--- config.mk ---
export PLATFORM = sky130hd
export DESIGN_NAME = fmso_regs
export DESIGN_NICKNAME = d
export VERILOG_FILES = /design/src/fm_sine_operator_top_defines.svh /design/src/fmso_pkg.sv /design/src/fmso_regs.sv
export SDC_FILE = /design/constraint.sdc
export NUM_CORES = 1
export LEC_CHECK = 0
export BUFFER_PORTS_ARGS = -buffer_cell sky130_fd_sc_hd__buf_2
export CAP_MARGIN = 20
export CORE_MARGIN = 4
export CORE_UTILIZATION = 40
export DETAILED_ROUTE_END_ITERATION = 10
export GPL_TIMING_DRIVEN = 0
export PLACE_DENSITY = 0.76
export REMOVE_ABC_BUFFERS = 1
export SLEW_MARGIN = 10
export SYNTH_ARGS = -nofsm -noshare
export SYNTH_HDL_FRONTEND = slang
export SYNTH_SLANG_ARGS = --single-unit
--- constraint.sdc ---
create_clock -name clk -period 1.9 [get_ports clk]
set_input_delay 0.285 -clock clk [delete_from_list [all_inputs] [get_ports clk]]
set_output_delay 0.285 -clock clk [all_outputs]
set_load 0.005 [all_outputs]
--- src/fm_sine_operator_top_defines.svh ---
// ---------------------------------------------------------------------------
// fm_sine_operator_top_defines.svh
// Assertion macros used by the FM sine operator top module.
// ---------------------------------------------------------------------------
`ifndef FM_SINE_OPERATOR_TOP_DEFINES_SVH
`define FM_SINE_OPERATOR_TOP_DEFINES_SVH

`ifndef ASSERT_OFF

`define FMSO_ASSERT_IMPLY(name, clk, rst_n, ante, cons) \
	name: assert property (@(posedge clk) disable iff (!rst_n) (ante) |-> (cons)) \
		else $error("assertion failed");

`define FMSO_ASSERT_NEXT(name, clk, rst_n, ante, cons) \
	name: assert property (@(posedge clk) disable iff (!rst_n) (ante) |=> (cons)) \
		else $error("assertion failed");

`else

`define FMSO_ASSERT_IMPLY(name, clk, rst_n, ante, cons)

`define FMSO_ASSERT_NEXT(name, clk, rst_n, ante, cons)

`endif

`endif

--- src/fmso_pkg.sv ---
// ---------------------------------------------------------------------------
// fmso_pkg
// Types, constants and the CORDIC angle table of the FM sine operator.
// ---------------------------------------------------------------------------
package fmso_pkg;

	localparam int PHASE_FRAC_BITS_DEF = 24;
	localparam int CORDIC_STAGES_DEF   = 16;
	localparam int CORDIC_STAGES_MAX   = 24;

	// CORDIC datapath width (x, y, z)
	localparam int CW = 34;

	localparam int APB_AW = 4;
	localparam int APB_DW = 32;

	localparam logic [1:0] REG_PARTIAL_RATIO = 2'd0;
	localparam logic [1:0] REG_MOD_INDEX     = 2'd1;
	localparam logic [1:0] REG_FM_ENABLE     = 2'd2;

	localparam logic [15:0] PARTIAL_RATIO_RST = 16'd256;

	// 1/(2*pi) in units of 2^-32
	localparam logic [29:0] INV_TWO_PI_Q32 = 30'd683565276;

	localparam logic signed [CW-1:0] CORDIC_START = 34'sd652032874;
	localparam logic signed [CW-1:0] QUARTER_TURN = 34'sd1073741824;
	localparam logic signed [CW-1:0] HALF_TURN    = 34'sd2147483648;

	typedef struct packed {
		logic [15:0]        partial_ratio;
		logic signed [15:0] mod_index;
		logic               fm_enable;
	} fmso_cfg_t;

	typedef struct packed {
		logic signed [CW-1:0] x;
		logic signed [CW-1:0] y;
		logic signed [CW-1:0] z;
	} fmso_vec_t;

	// atan(2^-i) in units of 2^-32 turn
	function automatic logic [31:0] atan_turn(input int i);
		logic [31:0] r;
		case (i)
			0:  r = 32'h20000000;
			1:  r = 32'h12E4051E;
			2:  r = 32'h09FB385B;
			3:  r = 32'h051111D4;
			4:  r = 32'h028B0D43;
			5:  r = 32'h0145D7E1;
			6:  r = 32'h00A2F61E;
			7:  r = 32'h00517C55;
			8:  r = 32'h0028BE53;
			9:  r = 32'h00145F2F;
			10: r = 32'h000A2F98;
			11: r = 32'h000517CC;
			12: r = 32'h00028BE6;
			13: r = 32'h000145F3;
			14: r = 32'h0000A2FA;
			15: r = 32'h0000517D;
			16: r = 32'h000028BE;
			17: r = 32'h0000145F;
			18: r = 32'h00000A30;
			19: r = 32'h00000518;
			20: r = 32'h0000028C;
			21: r = 32'h00000146;
			22: r = 32'h000000A3;
			23: r = 32'h00000051;
			default: r = 32'h0;
		endcase
		return r;
	endfunction

endpackage

--- src/fmso_regs.sv ---
// ---------------------------------------------------------------------------
// fmso_regs
// APB configuration registers: partial ratio, modulation index, FM enable.
// ---------------------------------------------------------------------------
module fmso_regs (
	input  logic                        clk,
	input  logic                        arst_n,
	input  logic                        psel,
	input  logic                        penable,
	input  logic                        pwrite,
	input  logic [fmso_pkg::APB_AW-1:0] paddr,
	input  logic [fmso_pkg::APB_DW-1:0] pwdata,
	output logic [fmso_pkg::APB_DW-1:0] prdata,
	output logic                        pready,
	output fmso_pkg::fmso_cfg_t         cfg
);
	import fmso_pkg::*;

	logic [1:0] reg_idx;
	logic       wr_en;
	fmso_cfg_t  cfg_q;

	assign reg_idx = paddr[APB_AW-1:2];
	assign wr_en   = psel && penable && pwrite;
	assign pready  = 1'b1;
	assign cfg     = cfg_q;

	always_ff @(posedge clk or negedge arst_n) begin
		if (!arst_n) begin
			cfg_q.partial_ratio <= PARTIAL_RATIO_RST;
			cfg_q.mod_index     <= '0;
			cfg_q.fm_enable     <= 1'b0;
		end else if (wr_en) begin
			case (reg_idx)
				REG_PARTIAL_RATIO: cfg_q.partial_ratio <= pwdata[15:0];
				REG_MOD_INDEX:     cfg_q.mod_index     <= $signed(pwdata[15:0]);
				REG_FM_ENABLE:     cfg_q.fm_enable     <= pwdata[0];
				default: ;
			endcase
		end
	end

	always_comb begin
		case (reg_idx)
			REG_PARTIAL_RATIO: prdata = APB_DW'(cfg_q.partial_ratio);
			REG_MOD_INDEX:     prdata = APB_DW'(cfg_q.mod_index);
			REG_FM_ENABLE:     prdata = APB_DW'(cfg_q.fm_enable);
			default:           prdata = '0;
		endcase
	end

endmodule

* Word-level counts from Yosys, hierarchy flattened
Cells that the tools add are included.
Widths: inputs -> output; s select.
** Operators by class
- Mux-type cells :: 1
- Eq/ne operators :: 2
- Reductions and logical operators :: 6
** Operators by type and width (number)
- $pmux 32 s3 :: 1
- $reduce_and 2->1 :: 3
- $eq 2x1->1 const B :: 1
- $eq 2x2->1 const B :: 1
- $logic_and 1x1->1 :: 2
- $logic_not 2->1 :: 1
** Storage, ports and cells
- Register bits after elaboration :: 33
- Word-level logic and storage cells :: 12
- Input bits :: 41

* Depth between registers and ports, before layout
- Depth in word-level cells :: 3
- Depth in mapped cells :: 4
- Gate-level depth less buffers :: 3

* Least setup slack after synthesis
No wires, ideal clock.
- Path type :: in2out
- Start point :: in paddr[2] (netlist name)
- End point :: out prdata[17] (netlist name)
- Slack :: 0.276 ns
- Buffers on the path :: 3
- Arrival :: 1.339 ns
- Stages :: 4
- Cells stage by stage :: buf_4 buf_2 and3b_1 buf_4
** On the way
- Word-level cells in the longest chain between the ends :: 2
** RTL lines
- from (decl) :: RTL line fmso_regs.sv:11 : input logic [fmso_pkg::APB_AW-1:0] paddr,
- $eq 2x2->1, or another cell as far along :: RTL line fmso_regs.sv:44 : case (reg_idx)
- $pmux 32 s3 (*) :: RTL line fmso_regs.sv:44
- to (decl) :: RTL line fmso_regs.sv:13 : output logic [fmso_pkg::APB_DW-1:0] prdata,
Every way passes the cells marked *; elsewhere a longest branch is shown, timed or not.

* Final worst setup path
- Start point :: in paddr[2] (netlist name)
- End point :: out prdata[31] (netlist name)
Same word-level chain as after synthesis.

==> key figures <==
STA
  – Worst-margin pin slew: 0.836 ns
  – Setup_tns: 0 ns
  – Layout Skew: 0 ns
  – Relative slew slack: between 40% and 50%
  – Tmin final: between 1.5 and 2 ns
  – RSZ-0062 raised after global routing: no
  – Peak Freq: just under 600 MHz
  – Final Hold Vio Count: 0
  – Final Slew Violations: 0
  – Final period utilization: about nine tenths
  – Setup WS post-layout: 0.185 ns
  – Count of final setup violators: 0

Placed design
  – RD Place Congestion: just under 0.7
  – Cells after DPL: about 240
  – IO Port Bufs: a little under 90
  – DP HPWL: between 2000 and 2500 um
  – Place WS: -0.290 ns

Global routing
  – Initial antenna violation count: 0
  – Global-route usage over all layers: approximately 15%
  – First-pass GRT wire length: roughly 6100 um
  – Vias in the first global route: roughly 1200
  – Grt total ovfl: 0
  – Pin count of the biggest net entering global routing: 34

Detailed routing
  – DRT Pass-1 Iters: 3
  – Routed wire length: about 3600 um
  – Routed via count: 1170
  – Initial DRC count: 35
  – Via-to-Cell Ratio: 4.66
  – Routed WL per cell: about 14 um
  – Post-DRT Antenna Nets: 0
  – DRC: 0

Floorplan
  – Die ar.: ~5200 um2
  – Core area: approximately 4000 um2
  – Row Count: 23
  – Die H: roughly 72 um
  – Die X: between 70 and 80 um
  – I/O pins: about 110
  – Initial Util: 41.3%

Setup path
  – Crit path top cell by count: buf_2
  – Worst r2r src: cfg[2]
  – Crit end category: output pin
  – CP startpoint kind: primary input
  – R2R cell count: 1
  – CP required: 1.62 ns
  – Type of the worst setup path: primary input to output pin
  – R2R Path End: cfg[2]
  – CP Cell Sequence: buf_2, and3b_1, buf_2
  – Crit Path Max Fanout: 21
  – Levels on crit path: 3
  – CP Data Arrival Time: roughly 1.4 ns
  – CP max-delay cell: buf_2
  – Worst path max stage delay: 0.49 ns
  – CP top delay family: buffers and inverters
  – Buffers & Inverters on Critical Path: 2
  – CP startpoint: paddr[2]
  – R2r setup slk: around 1.1 ns
  – Worst setup path end: prdata[31]

Pwr
  – Peak supply drop: 0.596 mV
  – Power Density: between 1000 and 1500 nW/um2
  – Flop pwr share: 44.0%
  – Internal Power: between 1.5 and 2 mW
  – Static leakage: around 1.1 nW
  – Sw power: 0.611 mW
  – Total power: 2.25 mW
  – Comb pwr share: 25.7%
  – Clock power frac: 30.3%
  – Sw Share: 27.2%

Finish
  – Final std cells w/o fill: 251
  – Area Overhead vs Synth: 28.7%
  – Fill cells: roughly 360
  – Final nets: about 240
  – Most frequent cells in the layout: buf_2, mux2_2, dfrtp_1, mux2i_1, nor2_1
  – Commonest non-fill, non-tap cell in the layout: buf_2
  – Max FFs per register: 33
  – Layout cell share with drive strength beyond 1: 65.7%
  – ANT cells: 0

Logic synthesis
  – Sequential fraction of the synthesis area: 50.0%
  – Netlist cell types: 17
  – Number of synthesized register bits: 33
  – Post-Syn Area: 1650 um2
  – Ys Warns: 0
  – Synth Instances: 127
  – Avg Inst Size Synth: around 13 um2

Clock tree
  – Largest buffer count on any clock path: 2
  – # hold bufs at CTS: 0
  – CTS tree: built
  – Sink Count: 33
  – Root buffer cell: clkbuf_8
  – Worst-Skew Late Latency: around 0.28 ns
  – CTS buffer count: 5
  – Htree depth: 2
  – Clock transition at path regs: approximately 0.070 ns

Run status
  – Status: complete, no violations

Job
  – MaxCap Viol Count: 0

Min path
  – Hold WC Path Type: primary input to asynchronous set/reset pin
## how the worst min path moves through the flow
| stage | to | cells after the start | slack (ns) |
|---|---|---|---|
| final | cfg[29] | 1 | 0.06 |
| after global routing | cfg[24] | 1 | 0.11 |
| after CTS | cfg[24] | 1 | 0.08 |
| after detailed placement | cfg[24] | 1 | 0.39 |
| after global placement | cfg[24] | 1 | 0.39 |
| after floorplan | cfg[0] | 0 | -0.01 |
## power groups by stage
| stage | combinational (mW) | sequential [mW] | clock [mW] |
|---|---|---|---|
| after CTS | 0.589 | 0.991 | 0.706 |
| after detailed placement | 0.587 | 1.00 | 0 |
| after floorplan | 0.249 | 1.01 | 0 |
| after global placement | 0.577 | 0.999 | 0 |
| after global routing | 0.649 | 1.02 | 0.739 |
| final | 0.579 | 0.990 | 0.683 |
## kinds of logic after synthesis
kind of cell | after synthesis | synth area share [%]
AOI/OAI and AO/OA | 1 | 0.303
buffers and inverters | 22 | 9.69
DFF | 33 | 50.0
muxes | 49 | 32.2
other | 1 | 0.227
and+or+nand+nor | 21 | 7.57
## cells in the mapped netlist
| cell | count | area [um2] |
|---|---|---|
| dfstp_2 | 1 | 26.3 |
| nor3b_1 | 1 | 7.51 |
| mux2_2 | 33 | 372 |
| buf_2 | 2 | 10.0 |
| nand3b_1 | 1 | 7.51 |
| nand3_2 | 1 | 10.0 |
| nor3_4 | 1 | 16.3 |
| nor2_1 | 15 | 56.3 |
| buf_4 | 18 | 135 |
| and3b_1 | 1 | 8.76 |
| nor3b_4 | 1 | 18.8 |
| buf_1 | 1 | 3.75 |
| buf_6 | 1 | 11.3 |
| dfrtp_1 | 32 | 801 |
| o21ai_0 | 1 | 5.00 |
| conb_1 | 1 | 3.75 |
| mux2i_1 | 16 | 160 |
## what timing repair did
action / CTS / global route
gates resized for setup: 0 / 0
endpoints found under the setup margin: 0 / 16
setup buffers: 0 / 1
## metrics by stage
stage / cell area, um2 / util, % / hold WS, ns
CTS: 2110 / 52.7 / 0.0790
global route: 2130 / 53.2 / 0.107
floorplan: 1490 / - / -0.0106
detailed placement: 1990 / 49.8 / 0.394
finish: 2130 / 53.2 / 0.0604
global placement: 1990 / 49.8 / 0.387
## final cells by class
type	instances	area, um2	share of cell area, %
clock buffer	7	86.3	4.06
timing repair buffer	88	455	21.4
clock inverter	1	30.0	1.41
sequential	33	827	38.9
multi-input combinational	72	666	31.3
tap	50	62.6	2.94
## layer usage
layer | share of wire, % | up-vias | track usage (%) | wire, um
met2 | 44 | 50 | 21.0 | 1610
met3 | 8.7 | 4 | 5.40 | 316
met4 | 1.1 | 0 | 6.26 | 38
met5 | 0 | - | 0 | 0
met1 | 46 | 549 | 20.9 | 1650
li1 | - | 567 | - | -
Note: power is estimated with default switching activity, not from simulation.
