**config.mk**
```make
export PLATFORM = sky130hd
export DESIGN_NAME = fmso_cell
export DESIGN_NICKNAME = d
export VERILOG_FILES = /design/src/fm_sine_operator_top_defines.svh /design/src/fmso_pkg.sv /design/src/fmso_cell.sv
export SDC_FILE = /design/constraint.sdc
export NUM_CORES = 1
export LEC_CHECK = 0
export ABC_AREA = 0
export BUFFER_PORTS_ARGS = -buffer_cell sky130_fd_sc_hd__buf_2
export CAP_MARGIN = 20
export CORE_UTILIZATION = 35
export CTS_CLUSTER_SIZE = 10
export DETAILED_ROUTE_END_ITERATION = 10
export SYNTH_ARGS = -nofsm -noshare
export SYNTH_HDL_FRONTEND = slang
export SYNTH_SLANG_ARGS = --single-unit
```
**constraint.sdc**
```tcl
create_clock -name clk -period 5.9 [get_ports clk]
set_input_delay 1.18 -clock clk [delete_from_list [all_inputs] [get_ports clk]]
set_output_delay 1.18 -clock clk [all_outputs]
set_load 0.02 [all_outputs]
```
**src/fm_sine_operator_top_defines.svh**
```systemverilog
// ---------------------------------------------------------------------------
// fm_sine_operator_top_defines.svh
// Assertion macros used by the FM sine operator top module.
// ---------------------------------------------------------------------------
`ifndef FM_SINE_OPERATOR_TOP_DEFINES_SVH
`define FM_SINE_OPERATOR_TOP_DEFINES_SVH

`ifndef ASSERT_OFF

`define FMSO_ASSERT_IMPLY(name, clk, rst_n, ante, cons) \
	name: assert property (@(posedge clk) disable iff (!rst_n) (ante) |-> (cons)) \
		else $error("assertion failed");

`define FMSO_ASSERT_NEXT(name, clk, rst_n, ante, cons) \
	name: assert property (@(posedge clk) disable iff (!rst_n) (ante) |=> (cons)) \
		else $error("assertion failed");

`else

`define FMSO_ASSERT_IMPLY(name, clk, rst_n, ante, cons)

`define FMSO_ASSERT_NEXT(name, clk, rst_n, ante, cons)

`endif

`endif

```
**src/fmso_pkg.sv**
```systemverilog
// ---------------------------------------------------------------------------
// fmso_pkg
// Types, constants and the CORDIC angle table of the FM sine operator.
// ---------------------------------------------------------------------------
package fmso_pkg;

	localparam int PHASE_FRAC_BITS_DEF = 24;
	localparam int CORDIC_STAGES_DEF   = 16;
	localparam int CORDIC_STAGES_MAX   = 24;

	// CORDIC datapath width (x, y, z)
	localparam int CW = 34;

	localparam int APB_AW = 4;
	localparam int APB_DW = 32;

	localparam logic [1:0] REG_PARTIAL_RATIO = 2'd0;
	localparam logic [1:0] REG_MOD_INDEX     = 2'd1;
	localparam logic [1:0] REG_FM_ENABLE     = 2'd2;

	localparam logic [15:0] PARTIAL_RATIO_RST = 16'd256;

	// 1/(2*pi) in units of 2^-32
	localparam logic [29:0] INV_TWO_PI_Q32 = 30'd683565276;

	localparam logic signed [CW-1:0] CORDIC_START = 34'sd652032874;
	localparam logic signed [CW-1:0] QUARTER_TURN = 34'sd1073741824;
	localparam logic signed [CW-1:0] HALF_TURN    = 34'sd2147483648;

	typedef struct packed {
		logic [15:0]        partial_ratio;
		logic signed [15:0] mod_index;
		logic               fm_enable;
	} fmso_cfg_t;

	typedef struct packed {
		logic signed [CW-1:0] x;
		logic signed [CW-1:0] y;
		logic signed [CW-1:0] z;
	} fmso_vec_t;

	// atan(2^-i) in units of 2^-32 turn
	function automatic logic [31:0] atan_turn(input int i);
		logic [31:0] r;
		case (i)
			0:  r = 32'h20000000;
			1:  r = 32'h12E4051E;
			2:  r = 32'h09FB385B;
			3:  r = 32'h051111D4;
			4:  r = 32'h028B0D43;
			5:  r = 32'h0145D7E1;
			6:  r = 32'h00A2F61E;
			7:  r = 32'h00517C55;
			8:  r = 32'h0028BE53;
			9:  r = 32'h00145F2F;
			10: r = 32'h000A2F98;
			11: r = 32'h000517CC;
			12: r = 32'h00028BE6;
			13: r = 32'h000145F3;
			14: r = 32'h0000A2FA;
			15: r = 32'h0000517D;
			16: r = 32'h000028BE;
			17: r = 32'h0000145F;
			18: r = 32'h00000A30;
			19: r = 32'h00000518;
			20: r = 32'h0000028C;
			21: r = 32'h00000146;
			22: r = 32'h000000A3;
			23: r = 32'h00000051;
			default: r = 32'h0;
		endcase
		return r;
	endfunction

endpackage

```
**src/fmso_cell.sv**
```systemverilog
// ---------------------------------------------------------------------------
// fmso_cell
// One CORDIC rotation cell with its own stage register and handshake.
// ---------------------------------------------------------------------------
module fmso_cell #(
	parameter int STAGE = 0
) (
	input  logic                clk,
	input  logic                arst_n,
	input  logic                in_valid,
	output logic                in_ready,
	input  fmso_pkg::fmso_vec_t in_vec,
	output logic                out_valid,
	input  logic                out_ready,
	output fmso_pkg::fmso_vec_t out_vec
);
	import fmso_pkg::*;

	logic signed [CW-1:0] x, y, z, dx, dy, ang;
	logic                 valid_q;
	fmso_vec_t            vec_q;

	assign x   = in_vec.x;
	assign y   = in_vec.y;
	assign z   = in_vec.z;
	assign dx  = y >>> STAGE;
	assign dy  = x >>> STAGE;
	assign ang = $signed({2'b00, atan_turn(STAGE)});

	assign in_ready = !valid_q || out_ready;

	always_ff @(posedge clk or negedge arst_n) begin
		if (!arst_n) begin
			valid_q <= 1'b0;
		end else if (in_ready) begin
			valid_q <= in_valid;
		end
	end

	always_ff @(posedge clk) begin
		if (in_ready) begin
			if (!z[CW-1]) begin
				vec_q.x <= x - dx;
				vec_q.y <= y + dy;
				vec_q.z <= z - ang;
			end else begin
				vec_q.x <= x + dx;
				vec_q.y <= y - dy;
				vec_q.z <= z + ang;
			end
		end
	end

	assign out_valid = valid_q;
	assign out_vec   = vec_q;

endmodule

```
# == Word level (Yosys, flattened, before mapping) ==
# Index checks and enable logic that the tools add are counted.
# classes
reduce_logical,2
muxes,1
n_addsub,5
# ops
operator,n
102-bit 2-to-1 mux,1
34-bit subtractor,2
"34-bit by 31-bit adder with 34-bit output, second input constant",1
34-bit adder,1
"34-bit by 31-bit subtractor with 34-bit output, second input constant",1
1-bit logical NOT,1
1-bit logical OR,1
# totals
elab_cells,12
output_inout_bits,104
inputBits,106
reg_bits,103

# == Longest topological paths before layout ==
# logic_depth
depth_word,2
ltp_mapped,13
mapped_depth_nobuf,12

# == Least setup slack after synthesis ==
# Ideal clock, no wire load.
# synth_timing
path_kind,input -> output
start,in out_ready
end,out in_ready
cell_stages,1
arrival_ps,3787
t_required_ps,4720
n_path_buf,0
setup_slack_ps,933
cell_sequence,nand2b_1
# synth_between
elab_chain_len,1
# synth_rtl
element,line_no,source
start: declaration,fmso_cell.sv:14,"input logic out_ready,"
1-bit logical OR,fmso_cell.sv:30,assign in_ready = !valid_q || out_ready;
end: declaration,fmso_cell.sv:11,"output logic in_ready,"
# Every way passes these cells.

# == Final worst setup path ==
# layout_timing
start,in in_vec[54] (netlist bit)
end,"reg vec_q, in the netlist out_vec[67] (data pin)"
# layout_between
elab_chain_len,2
word_cells_on_any_way,3
cone_classes,add/sub (2); mux (1)
# layout_rtl
element,line_no,source
start: declaration,fmso_cell.sv:12,"input fmso_pkg::fmso_vec_t in_vec,"
34-bit adder or 34-bit subtractor (tied branches),"fmso_cell.sv:44, fmso_cell.sv:48",
102-bit 2-to-1 mux (*),fmso_cell.sv:42,if (!z[CW-1]) begin
end: declaration,fmso_cell.sv:21,fmso_vec_t vec_q;
# Mark *: on every way between the ends. The rest lies on a longest branch, timed or not.
# A chain may end at the register's enable or synchronous reset.

==> flow_summary_export.csv <==
group,metric,value,unit
place,port_buffers,209,
synth,synth_edf_count,101,
place,gp_congestion,0.931,
routing,via_count,8456,
timing,layout_min_cycle_time,3.97,ns
hold_path,holdCritPathClass,"in -> async",
pwr,ir_drop,0.000140,V
global_routing,antenna_found_initial,1,
routing,drc_errors,0,
place,post-dp-hpwl,23.4,mm
clocking,cts_tree,"done",
synth,synth_top_cell_by_area,"edfxtp_1",
routing,routedWlPerCell,19.1,um
routing,met1_length,13.4,mm
critical_path,crit_path_max_fanout,14,
cells_and_area,antenna_cells,0,
clocking,cts_buffer_depth,2,
floorplan,io_pins,210,
run,drv_cap,0,
global_routing,grt_pass1_wl,44.2,mm
cells_and_area,fin_nets,1407,
timing,final-hold-violation-count,0,
synth,synth-seq-cells,102,
synth,synth_warnings,0,
floorplan,placementRows,58,
critical_path,critPathMaxStageDelay,0.59,ns
synth,synth_top_area_share,33.1,%
routing,first_pass_iters,6,
timing,fmax,252,MHz
synth,synth_nets,1227,
clocking,postCtsHoldBufs,0,
routing,drtAntennaViolNets,0,
critical_path,crit_type,"in -> reg",
routing,finalWirelength,29.3,mm
synth,yosysUniqueCellTypes,84,
clocking,htree_levels,3,
clocking,post-cts-setup-buffer-count,0,
clocking,clock_latency,0.35,ns
routing,detail_route.iter0.violations,969,
pwr,power.leakage,0.00464,uW
global_routing,grt_max_degree,64,
critical_path,cp.required,6.00,ns
synth,syn_avg_cell_area,9.03,um2
timing,finalCritPeriodShare,67.4,%
timing,finClkSkew,0.00563,ns
clocking,clk_pin_slew_worst_paths,0.07,ns
global_routing,grt.overflow.total,0,
clocking,cts-root-buf,"clkbuf_16",
synth,synth_ff_type,"edfxtp_1",
cells_and_area,syn_to_final_growth,17.3,%
pwr,p_per_area,243,mW/mm2
synth,seq_area_frac_synth,33.4,%
critical_path,path_cells,"buf_2 > inv_1 > ha_1 > clkinv_1 > nand2_1 > nor4_1 > nor3_1 > o22ai_1 > nor3_1 > inv_1 > a311oi_2 > xnor2_1",
timing,rsz0062_at_grt,"false",
clocking,cts.sinks,102,
timing,slew_headroom,40.8,%
floorplan,die_w,164,um
synth,synthArstFlopShare,0.980,%
routing,route.met2.wl,13.0,mm
cells_and_area,final_common_cell,"buf_2",
critical_path,critPathArrivalTime,4.07,ns
floorplan,die-height,164,um
critical_path,cp-end-kind,"flop",
clocking,cts-buffers-inserted,9,
synth,netlist_area,0.00916,mm2
routing,dr_wl_met3,2.23,mm
timing,tns,0,ns
global_routing,grt_usage,21.4,%
timing,setup_viol,0,
floorplan,start_util,36.1,%
cells_and_area,utilization,42.3,%
floorplan,core_area,0.0254,mm2
synth,synth.area.top_cells,"edfxtp_1 (33%), ha_1 (14%), a21oi_1 (6.4%), xnor2_1 (5.8%), inv_1 (4.0%)",
timing,drv_slew,0,
cells_and_area,drive_gt1_share,22.2,%
cells_and_area,final_cell_mix,"buf_2 (209), a21oi_1 (118), ha_1 (102)",
floorplan,die_area,0.0268,mm2
critical_path,worst_setup_path_start_kind,"input port",
routing,vias_per_cell,5.53,
timing,tightest_slew,0.888,ns
synth,netlist_instances,1015,
clocking,cts_resized,0,
global_routing,first_global_vias,7864,
critical_path,crit_slowest_cell,"ha_1",
routing,top_layer_used,"met4",
run_status,status,"complete, no violations",
==> Yosys cell counts (all sizes together) (7+ instances only) <==
cell type,instances
a211oi,11
a31oi,9
nand4,11
a21o,17
o21ai,82
or3,8
nand2,36
nor4,11
nor3,24
mux2i,16
ha,102
a21oi,118
o31ai,10
xnor2,61
nor2b,7
inv,107
nand3,19
nor2,86
a221oi,7
a311oi,7
buf,20
clkbuf,24
o21bai,27
o211ai,13
edfxtp,101
==> cell type report <==
class                           count  area (um2)
Clock buffer                        9         225
Clock inverter                      7        57.6
Fill cell                        2557       14700
Inverter                          110         413
Multi-Input combinational cell    759        5510
Sequential cell                   102        3060
Tap cell                          330         413
Timing Repair Buffer              213        1080
==> worst max-delay path, delay by kind of cell <==
kind	cells	cell delay (ns)
AO/OA/AOI/OAI	2	0.42
XOR/XNOR	1	0.08
adder cells (fa/ha/maj)	1	0.59
buffers and inverters	4	0.67
AND/OR/NAND/NOR	4	1.13
==> where the power goes <==
| part | switching, uW | total (uW) | internal [uW] | leakage, uW |
|---|---|---|---|---|
| Combinational | 692 | 1040 | 351 | 0.00349 |
| Sequential | 29.8 | 974 | 945 | 0.00103 |
| Clock | 297 | 589 | 293 | 0.000130 |
==> per-stage QoR <==
| stage | cells | setup WS (ns) | hold slack, ns | total power, uW | cell area (um2) |
|---|---|---|---|---|---|
| floorplan | 1015 | 0.933 | 0.884 | 1680 | 9160 |
| global placement | 1514 | 1.65 | 0.956 | 2020 | 10500 |
| detailed placement | 1514 | 1.61 | 0.957 | 2030 | 10500 |
| CTS | 1530 | 1.98 | 0.577 | 2620 | 10700 |
| global route | 1530 | 1.70 | 0.575 | 2740 | 10700 |
| finish | 1530 | 1.93 | 0.588 | 2610 | 10700 |
==> state kept, by name, indices dropped and copies added, names as in the netlist <==
signal,count
out_vec,101
out_valid,1
==> cells by family (layout without fill, tap and decap cells) <==
kind of cell	count (synthesis)	after routing	synth area share [%]
AO/OA/AOI/OAI	346	346	25.1
AND/OR/NAND/NOR	225	225	12.1
buffers and inverters	154	339	6.62
adder cells (fa/ha/maj)	106	106	14.8
flip-flops	102	102	33.4
XOR/XNOR	66	66	6.31
multiplexers	16	16	1.75
==> path summary, 6_finish.rpt <==
check                      slack (ns)  cells after the start             startpoint               endpoint
min                              0.59                      1                 arst_n  out_valid$_DFFE_PN0P_
min reg2reg                      1.04                      1  out_valid$_DFFE_PN0P_   out_vec[6]$_DFFE_PP_
max reg2reg                      3.83                      2  out_valid$_DFFE_PN0P_  out_vec[63]$_DFFE_PP_
min in group clk                 1.00                      1             in_vec[27]  out_vec[27]$_DFFE_PP_
max                              1.93                     12             in_vec[54]  out_vec[67]$_DFFE_PP_
max in group asynchronous        5.23                      1                 arst_n  out_valid$_DFFE_PN0P_
==> per-layer routing <==
layer  global-route usage, %  vias to the layer above
met2                    33.3                      399
met4                    6.27                        0
met1                    30.8                     3994
li1                        -                     4013
met5                       0                        -
met3                    2.80                       50
Power figures use the tool's default switching activity.
