### src/fm_sine_operator_top_defines.svh
// ---------------------------------------------------------------------------
// fm_sine_operator_top_defines.svh
// Assertion macros used by the FM sine operator top module.
// ---------------------------------------------------------------------------
`ifndef FM_SINE_OPERATOR_TOP_DEFINES_SVH
`define FM_SINE_OPERATOR_TOP_DEFINES_SVH

`ifndef ASSERT_OFF

`define FMSO_ASSERT_IMPLY(name, clk, rst_n, ante, cons) \
	name: assert property (@(posedge clk) disable iff (!rst_n) (ante) |-> (cons)) \
		else $error("assertion failed");

`define FMSO_ASSERT_NEXT(name, clk, rst_n, ante, cons) \
	name: assert property (@(posedge clk) disable iff (!rst_n) (ante) |=> (cons)) \
		else $error("assertion failed");

`else

`define FMSO_ASSERT_IMPLY(name, clk, rst_n, ante, cons)

`define FMSO_ASSERT_NEXT(name, clk, rst_n, ante, cons)

`endif

`endif

### src/fmso_pkg.sv
// ---------------------------------------------------------------------------
// fmso_pkg
// Types, constants and the CORDIC angle table of the FM sine operator.
// ---------------------------------------------------------------------------
package fmso_pkg;

	localparam int PHASE_FRAC_BITS_DEF = 24;
	localparam int CORDIC_STAGES_DEF   = 16;
	localparam int CORDIC_STAGES_MAX   = 24;

	// CORDIC datapath width (x, y, z)
	localparam int CW = 34;

	localparam int APB_AW = 4;
	localparam int APB_DW = 32;

	localparam logic [1:0] REG_PARTIAL_RATIO = 2'd0;
	localparam logic [1:0] REG_MOD_INDEX     = 2'd1;
	localparam logic [1:0] REG_FM_ENABLE     = 2'd2;

	localparam logic [15:0] PARTIAL_RATIO_RST = 16'd256;

	// 1/(2*pi) in units of 2^-32
	localparam logic [29:0] INV_TWO_PI_Q32 = 30'd683565276;

	localparam logic signed [CW-1:0] CORDIC_START = 34'sd652032874;
	localparam logic signed [CW-1:0] QUARTER_TURN = 34'sd1073741824;
	localparam logic signed [CW-1:0] HALF_TURN    = 34'sd2147483648;

	typedef struct packed {
		logic [15:0]        partial_ratio;
		logic signed [15:0] mod_index;
		logic               fm_enable;
	} fmso_cfg_t;

	typedef struct packed {
		logic signed [CW-1:0] x;
		logic signed [CW-1:0] y;
		logic signed [CW-1:0] z;
	} fmso_vec_t;

	// atan(2^-i) in units of 2^-32 turn
	function automatic logic [31:0] atan_turn(input int i);
		logic [31:0] r;
		case (i)
			0:  r = 32'h20000000;
			1:  r = 32'h12E4051E;
			2:  r = 32'h09FB385B;
			3:  r = 32'h051111D4;
			4:  r = 32'h028B0D43;
			5:  r = 32'h0145D7E1;
			6:  r = 32'h00A2F61E;
			7:  r = 32'h00517C55;
			8:  r = 32'h0028BE53;
			9:  r = 32'h00145F2F;
			10: r = 32'h000A2F98;
			11: r = 32'h000517CC;
			12: r = 32'h00028BE6;
			13: r = 32'h000145F3;
			14: r = 32'h0000A2FA;
			15: r = 32'h0000517D;
			16: r = 32'h000028BE;
			17: r = 32'h0000145F;
			18: r = 32'h00000A30;
			19: r = 32'h00000518;
			20: r = 32'h0000028C;
			21: r = 32'h00000146;
			22: r = 32'h000000A3;
			23: r = 32'h00000051;
			default: r = 32'h0;
		endcase
		return r;
	endfunction

endpackage

### src/fmso_if.sv
// ---------------------------------------------------------------------------
// fmso_if
// Request channels of the FM sine operator: sample in, sine out.
// ---------------------------------------------------------------------------
interface fmso_in_if;
	logic               valid;
	logic               ready;
	logic [31:0]        sample_time;
	logic [23:0]        freq_value;
	logic signed [15:0] modulator_sample;

	modport source (output valid, sample_time, freq_value, modulator_sample, input ready);
	modport sink (input valid, sample_time, freq_value, modulator_sample, output ready);
endinterface


### src/fmso_phase.sv
// ---------------------------------------------------------------------------
// fmso_phase
// Five-stage phase pipeline: carrier phase product, FM term, quadrant fold.
// ---------------------------------------------------------------------------
module fmso_phase #(
	parameter int PHASE_FRAC_BITS = fmso_pkg::PHASE_FRAC_BITS_DEF
) (
	input  logic                clk,
	input  logic                arst_n,
	fmso_in_if.sink             in_ch,
	input  fmso_pkg::fmso_cfg_t cfg,
	output logic                vec_valid,
	input  logic                vec_ready,
	output fmso_pkg::fmso_vec_t vec
);
	import fmso_pkg::*;

	localparam int P  = PHASE_FRAC_BITS;
	localparam int SH = 55 - P;
	localparam logic signed [62:0] RND    = 63'sd1 <<< (SH - 1);
	localparam logic signed [62:0] INV_TP = 63'(INV_TWO_PI_Q32);

	logic v_s1, v_s2, v_s3, v_s4, v_s5;
	logic rdy1, rdy2, rdy3, rdy4, rdy5;

	logic [35:0]        pa_s1;
	logic [23:0]        f_s1;
	logic signed [31:0] rad_s1;
	logic [47:0]        lo_s2;
	logic [11:0]        hi_s2;
	logic signed [62:0] turns_s2;
	logic [35:0]        frac_s3;
	logic signed [62:0] tr_s3;
	logic [P-1:0]       phase_s4;
	fmso_vec_t          vec_s5;

	logic [47:0]        pa_full;
	logic signed [31:0] rad;
	logic [31:0]        turn32;
	logic signed [CW-1:0] a_ext;
	logic signed [CW-1:0] z_fold;

	assign rdy5 = !v_s5 || vec_ready;
	assign rdy4 = !v_s4 || rdy5;
	assign rdy3 = !v_s3 || rdy4;
	assign rdy2 = !v_s2 || rdy3;
	assign rdy1 = !v_s1 || rdy2;
	assign in_ch.ready = rdy1;

	assign pa_full = 48'(cfg.partial_ratio) * 48'(in_ch.sample_time);
	assign rad     = 32'(cfg.mod_index) * 32'(in_ch.modulator_sample);

	assign turn32 = 32'(phase_s4) << (32 - P);
	assign a_ext  = CW'($signed(turn32));

	always_comb begin
		if (a_ext > QUARTER_TURN) begin
			z_fold = HALF_TURN - a_ext;
		end else if (a_ext < -QUARTER_TURN) begin
			z_fold = -HALF_TURN - a_ext;
		end else begin
			z_fold = a_ext;
		end
	end

	always_ff @(posedge clk or negedge arst_n) begin
		if (!arst_n) begin
			v_s1 <= 1'b0;
			v_s2 <= 1'b0;
			v_s3 <= 1'b0;
			v_s4 <= 1'b0;
			v_s5 <= 1'b0;
		end else begin
			if (rdy1) v_s1 <= in_ch.valid;
			if (rdy2) v_s2 <= v_s1;
			if (rdy3) v_s3 <= v_s2;
			if (rdy4) v_s4 <= v_s3;
			if (rdy5) v_s5 <= v_s4;
		end
	end

	always_ff @(posedge clk) begin
		if (rdy1) begin
			pa_s1  <= pa_full[35:0];
			f_s1   <= in_ch.freq_value;
			rad_s1 <= cfg.fm_enable ? rad : '0;
		end
		if (rdy2) begin
			lo_s2    <= 48'(pa_s1[23:0]) * 48'(f_s1);
			hi_s2    <= 12'(pa_s1[35:24] * f_s1);
			turns_s2 <= 63'(rad_s1) * INV_TP;
		end
		if (rdy3) begin
			frac_s3 <= lo_s2[35:0] + {hi_s2, 24'd0};
			tr_s3   <= turns_s2 + RND;
		end
		if (rdy4) begin
			phase_s4 <= frac_s3[35 -: P] + tr_s3[SH +: P];
		end
		if (rdy5) begin
			vec_s5.x <= CORDIC_START;
			vec_s5.y <= '0;
			vec_s5.z <= z_fold;
		end
	end

	assign vec_valid = v_s5;
	assign vec       = vec_s5;

endmodule

### src/flat_wrapper.sv
// flat-port wrapper written by rule: the top's interface ports become plain ports
module fmso_phase_flat import fmso_pkg::*;
#(
	parameter int PHASE_FRAC_BITS = fmso_pkg::PHASE_FRAC_BITS_DEF
)
  (clk, arst_n, cfg, vec_valid, vec_ready, vec, in_ch_valid, in_ch_sample_time, in_ch_freq_value, in_ch_modulator_sample, in_ch_ready);
  fmso_in_if in_ch_i ();
  input  logic clk;
  input  logic arst_n;
  input  fmso_pkg::fmso_cfg_t cfg;
  output logic vec_valid;
  input  logic vec_ready;
  output fmso_pkg::fmso_vec_t vec;
  input wire logic [$bits(in_ch_i.valid)-1:0] in_ch_valid;
  input wire logic [$bits(in_ch_i.sample_time)-1:0] in_ch_sample_time;
  input wire logic [$bits(in_ch_i.freq_value)-1:0] in_ch_freq_value;
  input wire logic [$bits(in_ch_i.modulator_sample)-1:0] in_ch_modulator_sample;
  output wire logic [$bits(in_ch_i.ready)-1:0] in_ch_ready;
  assign in_ch_i.valid = in_ch_valid;
  assign in_ch_i.sample_time = in_ch_sample_time;
  assign in_ch_i.freq_value = in_ch_freq_value;
  assign in_ch_i.modulator_sample = in_ch_modulator_sample;
  assign in_ch_ready = in_ch_i.ready;
  fmso_phase #(.PHASE_FRAC_BITS(PHASE_FRAC_BITS)) u_core (.clk(clk), .arst_n(arst_n), .in_ch(in_ch_i), .cfg(cfg), .vec_valid(vec_valid), .vec_ready(vec_ready), .vec(vec));
endmodule
### config.mk
export PLATFORM = sky130hd
export DESIGN_NAME = fmso_phase_flat
export DESIGN_NICKNAME = d
export VERILOG_FILES = /design/src/fm_sine_operator_top_defines.svh /design/src/fmso_pkg.sv /design/src/fmso_if.sv /design/src/fmso_phase.sv /design/src/flat_wrapper.sv
export SDC_FILE = /design/constraint.sdc
export NUM_CORES = 2
export LEC_CHECK = 0
export BUFFER_PORTS_ARGS = -buffer_cell sky130_fd_sc_hd__buf_2
export CAP_MARGIN = 20
export CORE_MARGIN = 4
export CORE_UTILIZATION = 49
export CTS_CLUSTER_SIZE = 10
export DETAILED_ROUTE_END_ITERATION = 8
export HOLD_SLACK_MARGIN = 0.02
export PLACE_DENSITY = 0.65
export SKIP_CTS_REPAIR_TIMING = 1
export SLEW_MARGIN = 5
export SYNTH_ARGS = -nofsm -noshare
export SYNTH_HDL_FRONTEND = slang
export SYNTH_SLANG_ARGS = --single-unit
### constraint.sdc
create_clock -name clk -period 11 [get_ports clk]
set_clock_uncertainty 0.1 [all_clocks]
set_input_delay 1.1 -clock clk [delete_from_list [all_inputs] [get_ports clk]]
set_output_delay 1.1 -clock clk [all_outputs]
set_load 0.1 [all_outputs]
* After elaboration in Yosys (flattened, before gate mapping)
Index checks and enable logic that the tools add are counted.
Word-level totals: output and inout port bits 104, flip-flop bits (word level) 347, bits of input ports 109
Operators by class: add/subtract/negate cells 5, $mul 5, multiplexer cells 2, $lt $le $gt $ge 2, reductions and logical operators 10
Operators with widths (count):
- 34-bit two-way mux | 2
- 55-bit by 32-bit adder with 55-bit output, second input constant | 1
- 32-bit by 29-bit multiplier with 53-bit output, second input constant | 1
- 36-bit adder | 1
- 16-bit by 32-bit multiplier with 36-bit output | 1
- 24-bit by 24-bit multiplier with 36-bit output | 1
- 33-bit by 32-bit subtractor with 34-bit output, first input constant | 1
- 32-bit by 32-bit subtractor with 33-bit output, first input constant | 1
- 32-bit greater-than comparator, second input constant | 1
- 32-bit by 31-bit less-than comparator with 1-bit output, second input constant | 1
- 16-bit by 16-bit multiplier with 32-bit output | 1
- 24-bit adder | 1
- 12-bit by 24-bit multiplier with 12-bit output | 1
- 1-bit zero test | 5
- 1-bit logical OR | 5

* Logic depth before layout (Yosys ltp)
depth in word-level cells 6, mapped depth 27

* Least setup slack after synthesis
Ideal clock, no wire load.
kind register to register, start reg u_core.rad_s1[31], end reg u_core.turns_s2[54], data pin, stages on the path, launching flop included 23, period minus slack after synthesis 8.238 ns, slack 2.762 ns, data arrival time 7.874 ns, buffers on the path 1, path through edfxtp_1 > clkbuf_1 > inv_1 > fa_1 > inv_1 > fa_1 > fa_1 > fa_1 > fa_1 > inv_1 > fa_1 > inv_1 > ha_1 > a2111o_1 > a31oi_1 > o22ai_1 > a22o_1 > a22oi_2 > o21ai_2 > o41ai_4 > nor2_1 > a2111oi_2 > xnor2_1
On the way: word-level cells in the longest chain between the ends 1
Ends and longest elaborated chain:
- start, declared | line fmso_phase.sv:28 | logic signed [31:0] rad_s1;
- start signal, assigned | line fmso_phase.sv:86 | rad_s1 <= cfg.fm_enable ? rad : '0;
- 32-bit by 29-bit multiplier with 53-bit output | line fmso_phase.sv:91 | turns_s2 <= 63'(rad_s1) * INV_TP;
- end signal, assigned | line fmso_phase.sv:91
- end, declared | line fmso_phase.sv:31 | logic signed [62:0] turns_s2;
No other way between the ends. A chain may end at the register's enable or synchronous reset.

* Worst setup path after layout
start reg u_core.rad_s1[9], end reg u_core.turns_s2[42], data pin
The elaborated chain is that of the path after synthesis.

==> summary.txt <==
Place
  – HPWL Detailed: 124 mm
  – Port Buffer Count: 136
  – Final Wtd Congestion: 0.923

Critical path
  – Depth of the most critical reg-to-reg path: 25
  – CP arrival: 8.21 ns
  – CP Launch Type: flop
  – Critical path class: reg -> reg
  – Required time worst endpoint: 11.19 ns
  – Crit path capture type: flop
  – CP Max Fanout: 6

Route
  – Final antenna-violating net count: 0
  – First drt pass iteration count: 5
  – Vias: 43200
  – Drc violations: 0
  – Drt total wl: 151 mm
  – Initial DRC Count: 2288
  – Via density: 5.05
  – Routed len/inst: 17.7 µm

Final layout
  – Layout cells sized above 1: 3.58%
  – Area grow syn2layout: 4.81%
  – Final nets: 8986

Outcome
  – Outcome: finished clean

Logic synthesis
  – Synth async-reset ratio: 1.95%
  – Synth unique cells: 72
  – Cells after synthesis: 6771
  – YS warnings: 0
  – Area contributors post-synth: fa_1 45%, ha_1 12%, edfxtp_1 11%
  – Yosys top cell area share: 45.1%
  – Flops & latches, synth: 256
  – Commonest cells in the synthesized netlist: 1856 x inv_1, 1483 x fa_1, 922 x nand2_1
  – Post-synthesis average cell area: 9.72 µm²
  – Synth area leader: fa_1
  – Synth Flop Type: edfxtp_1
  – Post-Syn Area: 65800 µm²
  – Most common cell in the netlist: inv_1
  – Post-synth EDFFs: 251
  – Seq/Total Area, Yosys: 11.6%

Global routing
  – Total GRT Usage: 22.4%
  – Initial antenna violation count: 6
  – Met1 usage: 32.1%
  – Pin count of the biggest net entering global routing: 64
  – Grt ovf: 0
  – Global-route wire length before repair: 252 mm
  – Vias in the first global route: 47500
  – Gr busiest metal: met2
  – GRT met2 Usage: 36.8%
  – Met3 usage: 3.11%

CTS
  – Clk slew on worst S/H paths: 0.06 ns
  – Clk_lat worst skew: 0.57 ns
  – CTS tree: yes
  – H-tree depth: 2
  – Clock Path Buffers: 3
  – CTS buffer count: 34
  – CTS root buf: clkbuf_16
  – CTS Sinks: 256

Timing
  – RSZ-0062 raised after global routing: no
  – Post-layout min period: 8.02 ns
  – Slew Viols, Final: 0
  – TNS Setup: 0 ns
  – Final setup viols: 0
  – Final Cycle Share: 72.9%
  – Slew headroom: 24.7%
  – FMAX: 125 MHz
  – Fin. Hold Viols: 0
  – Worst slew pin tran: 1.13 ns

Floorplan
  – FP Rows: 134
  – Die height: 375 µm
  – Die area: 140000 µm²
  – Die X: 375 µm
  – I/O pins: 213
  – Core area: 133000 µm²
  – Initial cell density of the core: 49.3%

Run
  – Max cap viols: 0

Min path
  – HP Class: in -> async
==> logic make-up (layout without fill, tap and decap cells) <==
family                     Yosys count  after routing  share of synthesized area (%)
DFF                                256            256                           11.6
muxes                                4              4                         0.0627
and+or+nand+nor                   1653           1653                           11.7
AOI/OAI and AO/OA                  348            348                           3.55
buffers and inverters             2141           2087                           12.7
adders and majority gates         2103           2103                           56.9
xor gates and xnor gates           264            264                           3.51
other                                2             77                         0.0114
==> worst max-delay path: stages (launching register included) <==
cell,delay [ns]
edfxtp_1,0.63
inv_1,0.35
fa_1,0.56
inv_1,0.05
fa_1,0.46
ha_1,0.29
inv_1,0.06
fa_1,0.56
inv_1,0.06
fa_1,0.50
fa_1,0.46
fa_1,0.51
inv_1,0.05
fa_1,0.48
inv_1,0.04
ha_1,0.31
a21o_1,0.17
a21oi_1,0.17
o211ai_1,0.15
nor3b_1,0.29
a21oi_1,0.23
a211oi_1,0.38
o21ai_1,0.22
a21oi_1,0.30
o221ai_1,0.19
xor2_1,0.17
==> cells in the final DEF, fill, tap and decap left out, types with 9 or more instances in the layout <==
master and count:
and3_1 22, nand2b_1 35, ha_1 620, xnor2_1 195
nand3_1 28, nor3_1 30, a21o_1 61, clkbuf_1 9
inv_1 1855, nor2_1 119, xor2_1 69, buf_2 136
nor2b_1 16, conb_1 76, nand2_1 921, and2_1 445
a21oi_1 104, clkbuf_16 34, o31ai_1 12, fa_1 1483
o21ai_0 52, buf_4 42, o21a_1 15, nand4_1 10
o21bai_1 17, edfxtp_1 251
==> through the flow <==
| step | util [%] | hold WS (ns) | instance area [µm²] | instances | worst slack (ns) |
|---|---|---|---|---|---|
| 4_1_cts | 51.7 | 0.235 | 69000 | 8559 | 3.00 |
| 3_5_place_dp | 50.9 | 0.307 | 68000 | 8506 | 2.91 |
| 5_1_grt | 51.7 | 0.242 | 69000 | 8559 | 2.62 |
| 3_3_place_gp | 50.9 | 0.309 | 68000 | 8506 | 3.04 |
| 6_report | 51.7 | 0.262 | 69000 | 8560 | 2.98 |
| 2_1_floorplan | - | 0.300 | 66100 | 6845 | 2.76 |
==> state kept, by name, indices dropped and copies added, names as in the netlist <==
register,count
u_core.pa_s1,36
u_core.rad_s1,32
u_core.vec,26
u_core.turns_s2,25
u_core.f_s1,24
u_core.frac_s3,24
u_core.lo_s2,24
u_core.phase_s4,24
u_core.tr_s3,24
u_core.hi_s2,12
u_core.v_s1,1
u_core.v_s2,1
u_core.v_s3,1
u_core.v_s4,1
u_core.vec_valid,1
==> cell type report <==
class / count / area [µm²]
fillers: 12300 / 64500
well taps: 1768 / 2210
diodes: 1 / 2.50
clock inverters: 10 / 154
clock buffers: 43 / 885
repair buffers: 178 / 996
inverters: 1856 / 6970
multi-input cells: 4448 / 50100
flip-flops and latches: 256 / 7660
==> routing by layer <==
metal  wire length (µm)  share of wire [%]
met4               2920                1.9
met2              71600                 47
met3               9290                6.1
met5                 48              0.032
met1              67300                 45
==> worst paths after layout <==
check                                       from             endpoint  slack, ns
worst max-delay path            u_core.rad_s1[9]  u_core.turns_s2[42]       2.98
worst min-delay path                      arst_n          u_core.v_s1       0.26
worst max register to register  u_core.rad_s1[9]  u_core.turns_s2[42]       2.98
worst min register to register  u_core.lo_s2[22]   u_core.frac_s3[22]       0.32
max in group asynchronous                 arst_n          u_core.v_s3      10.40
min in group clk                u_core.lo_s2[22]   u_core.frac_s3[22]       0.32
Power is left out: the tool's default activity adds up to more than one toggle a clock period on the data nets, which glitch-free logic cannot reach.
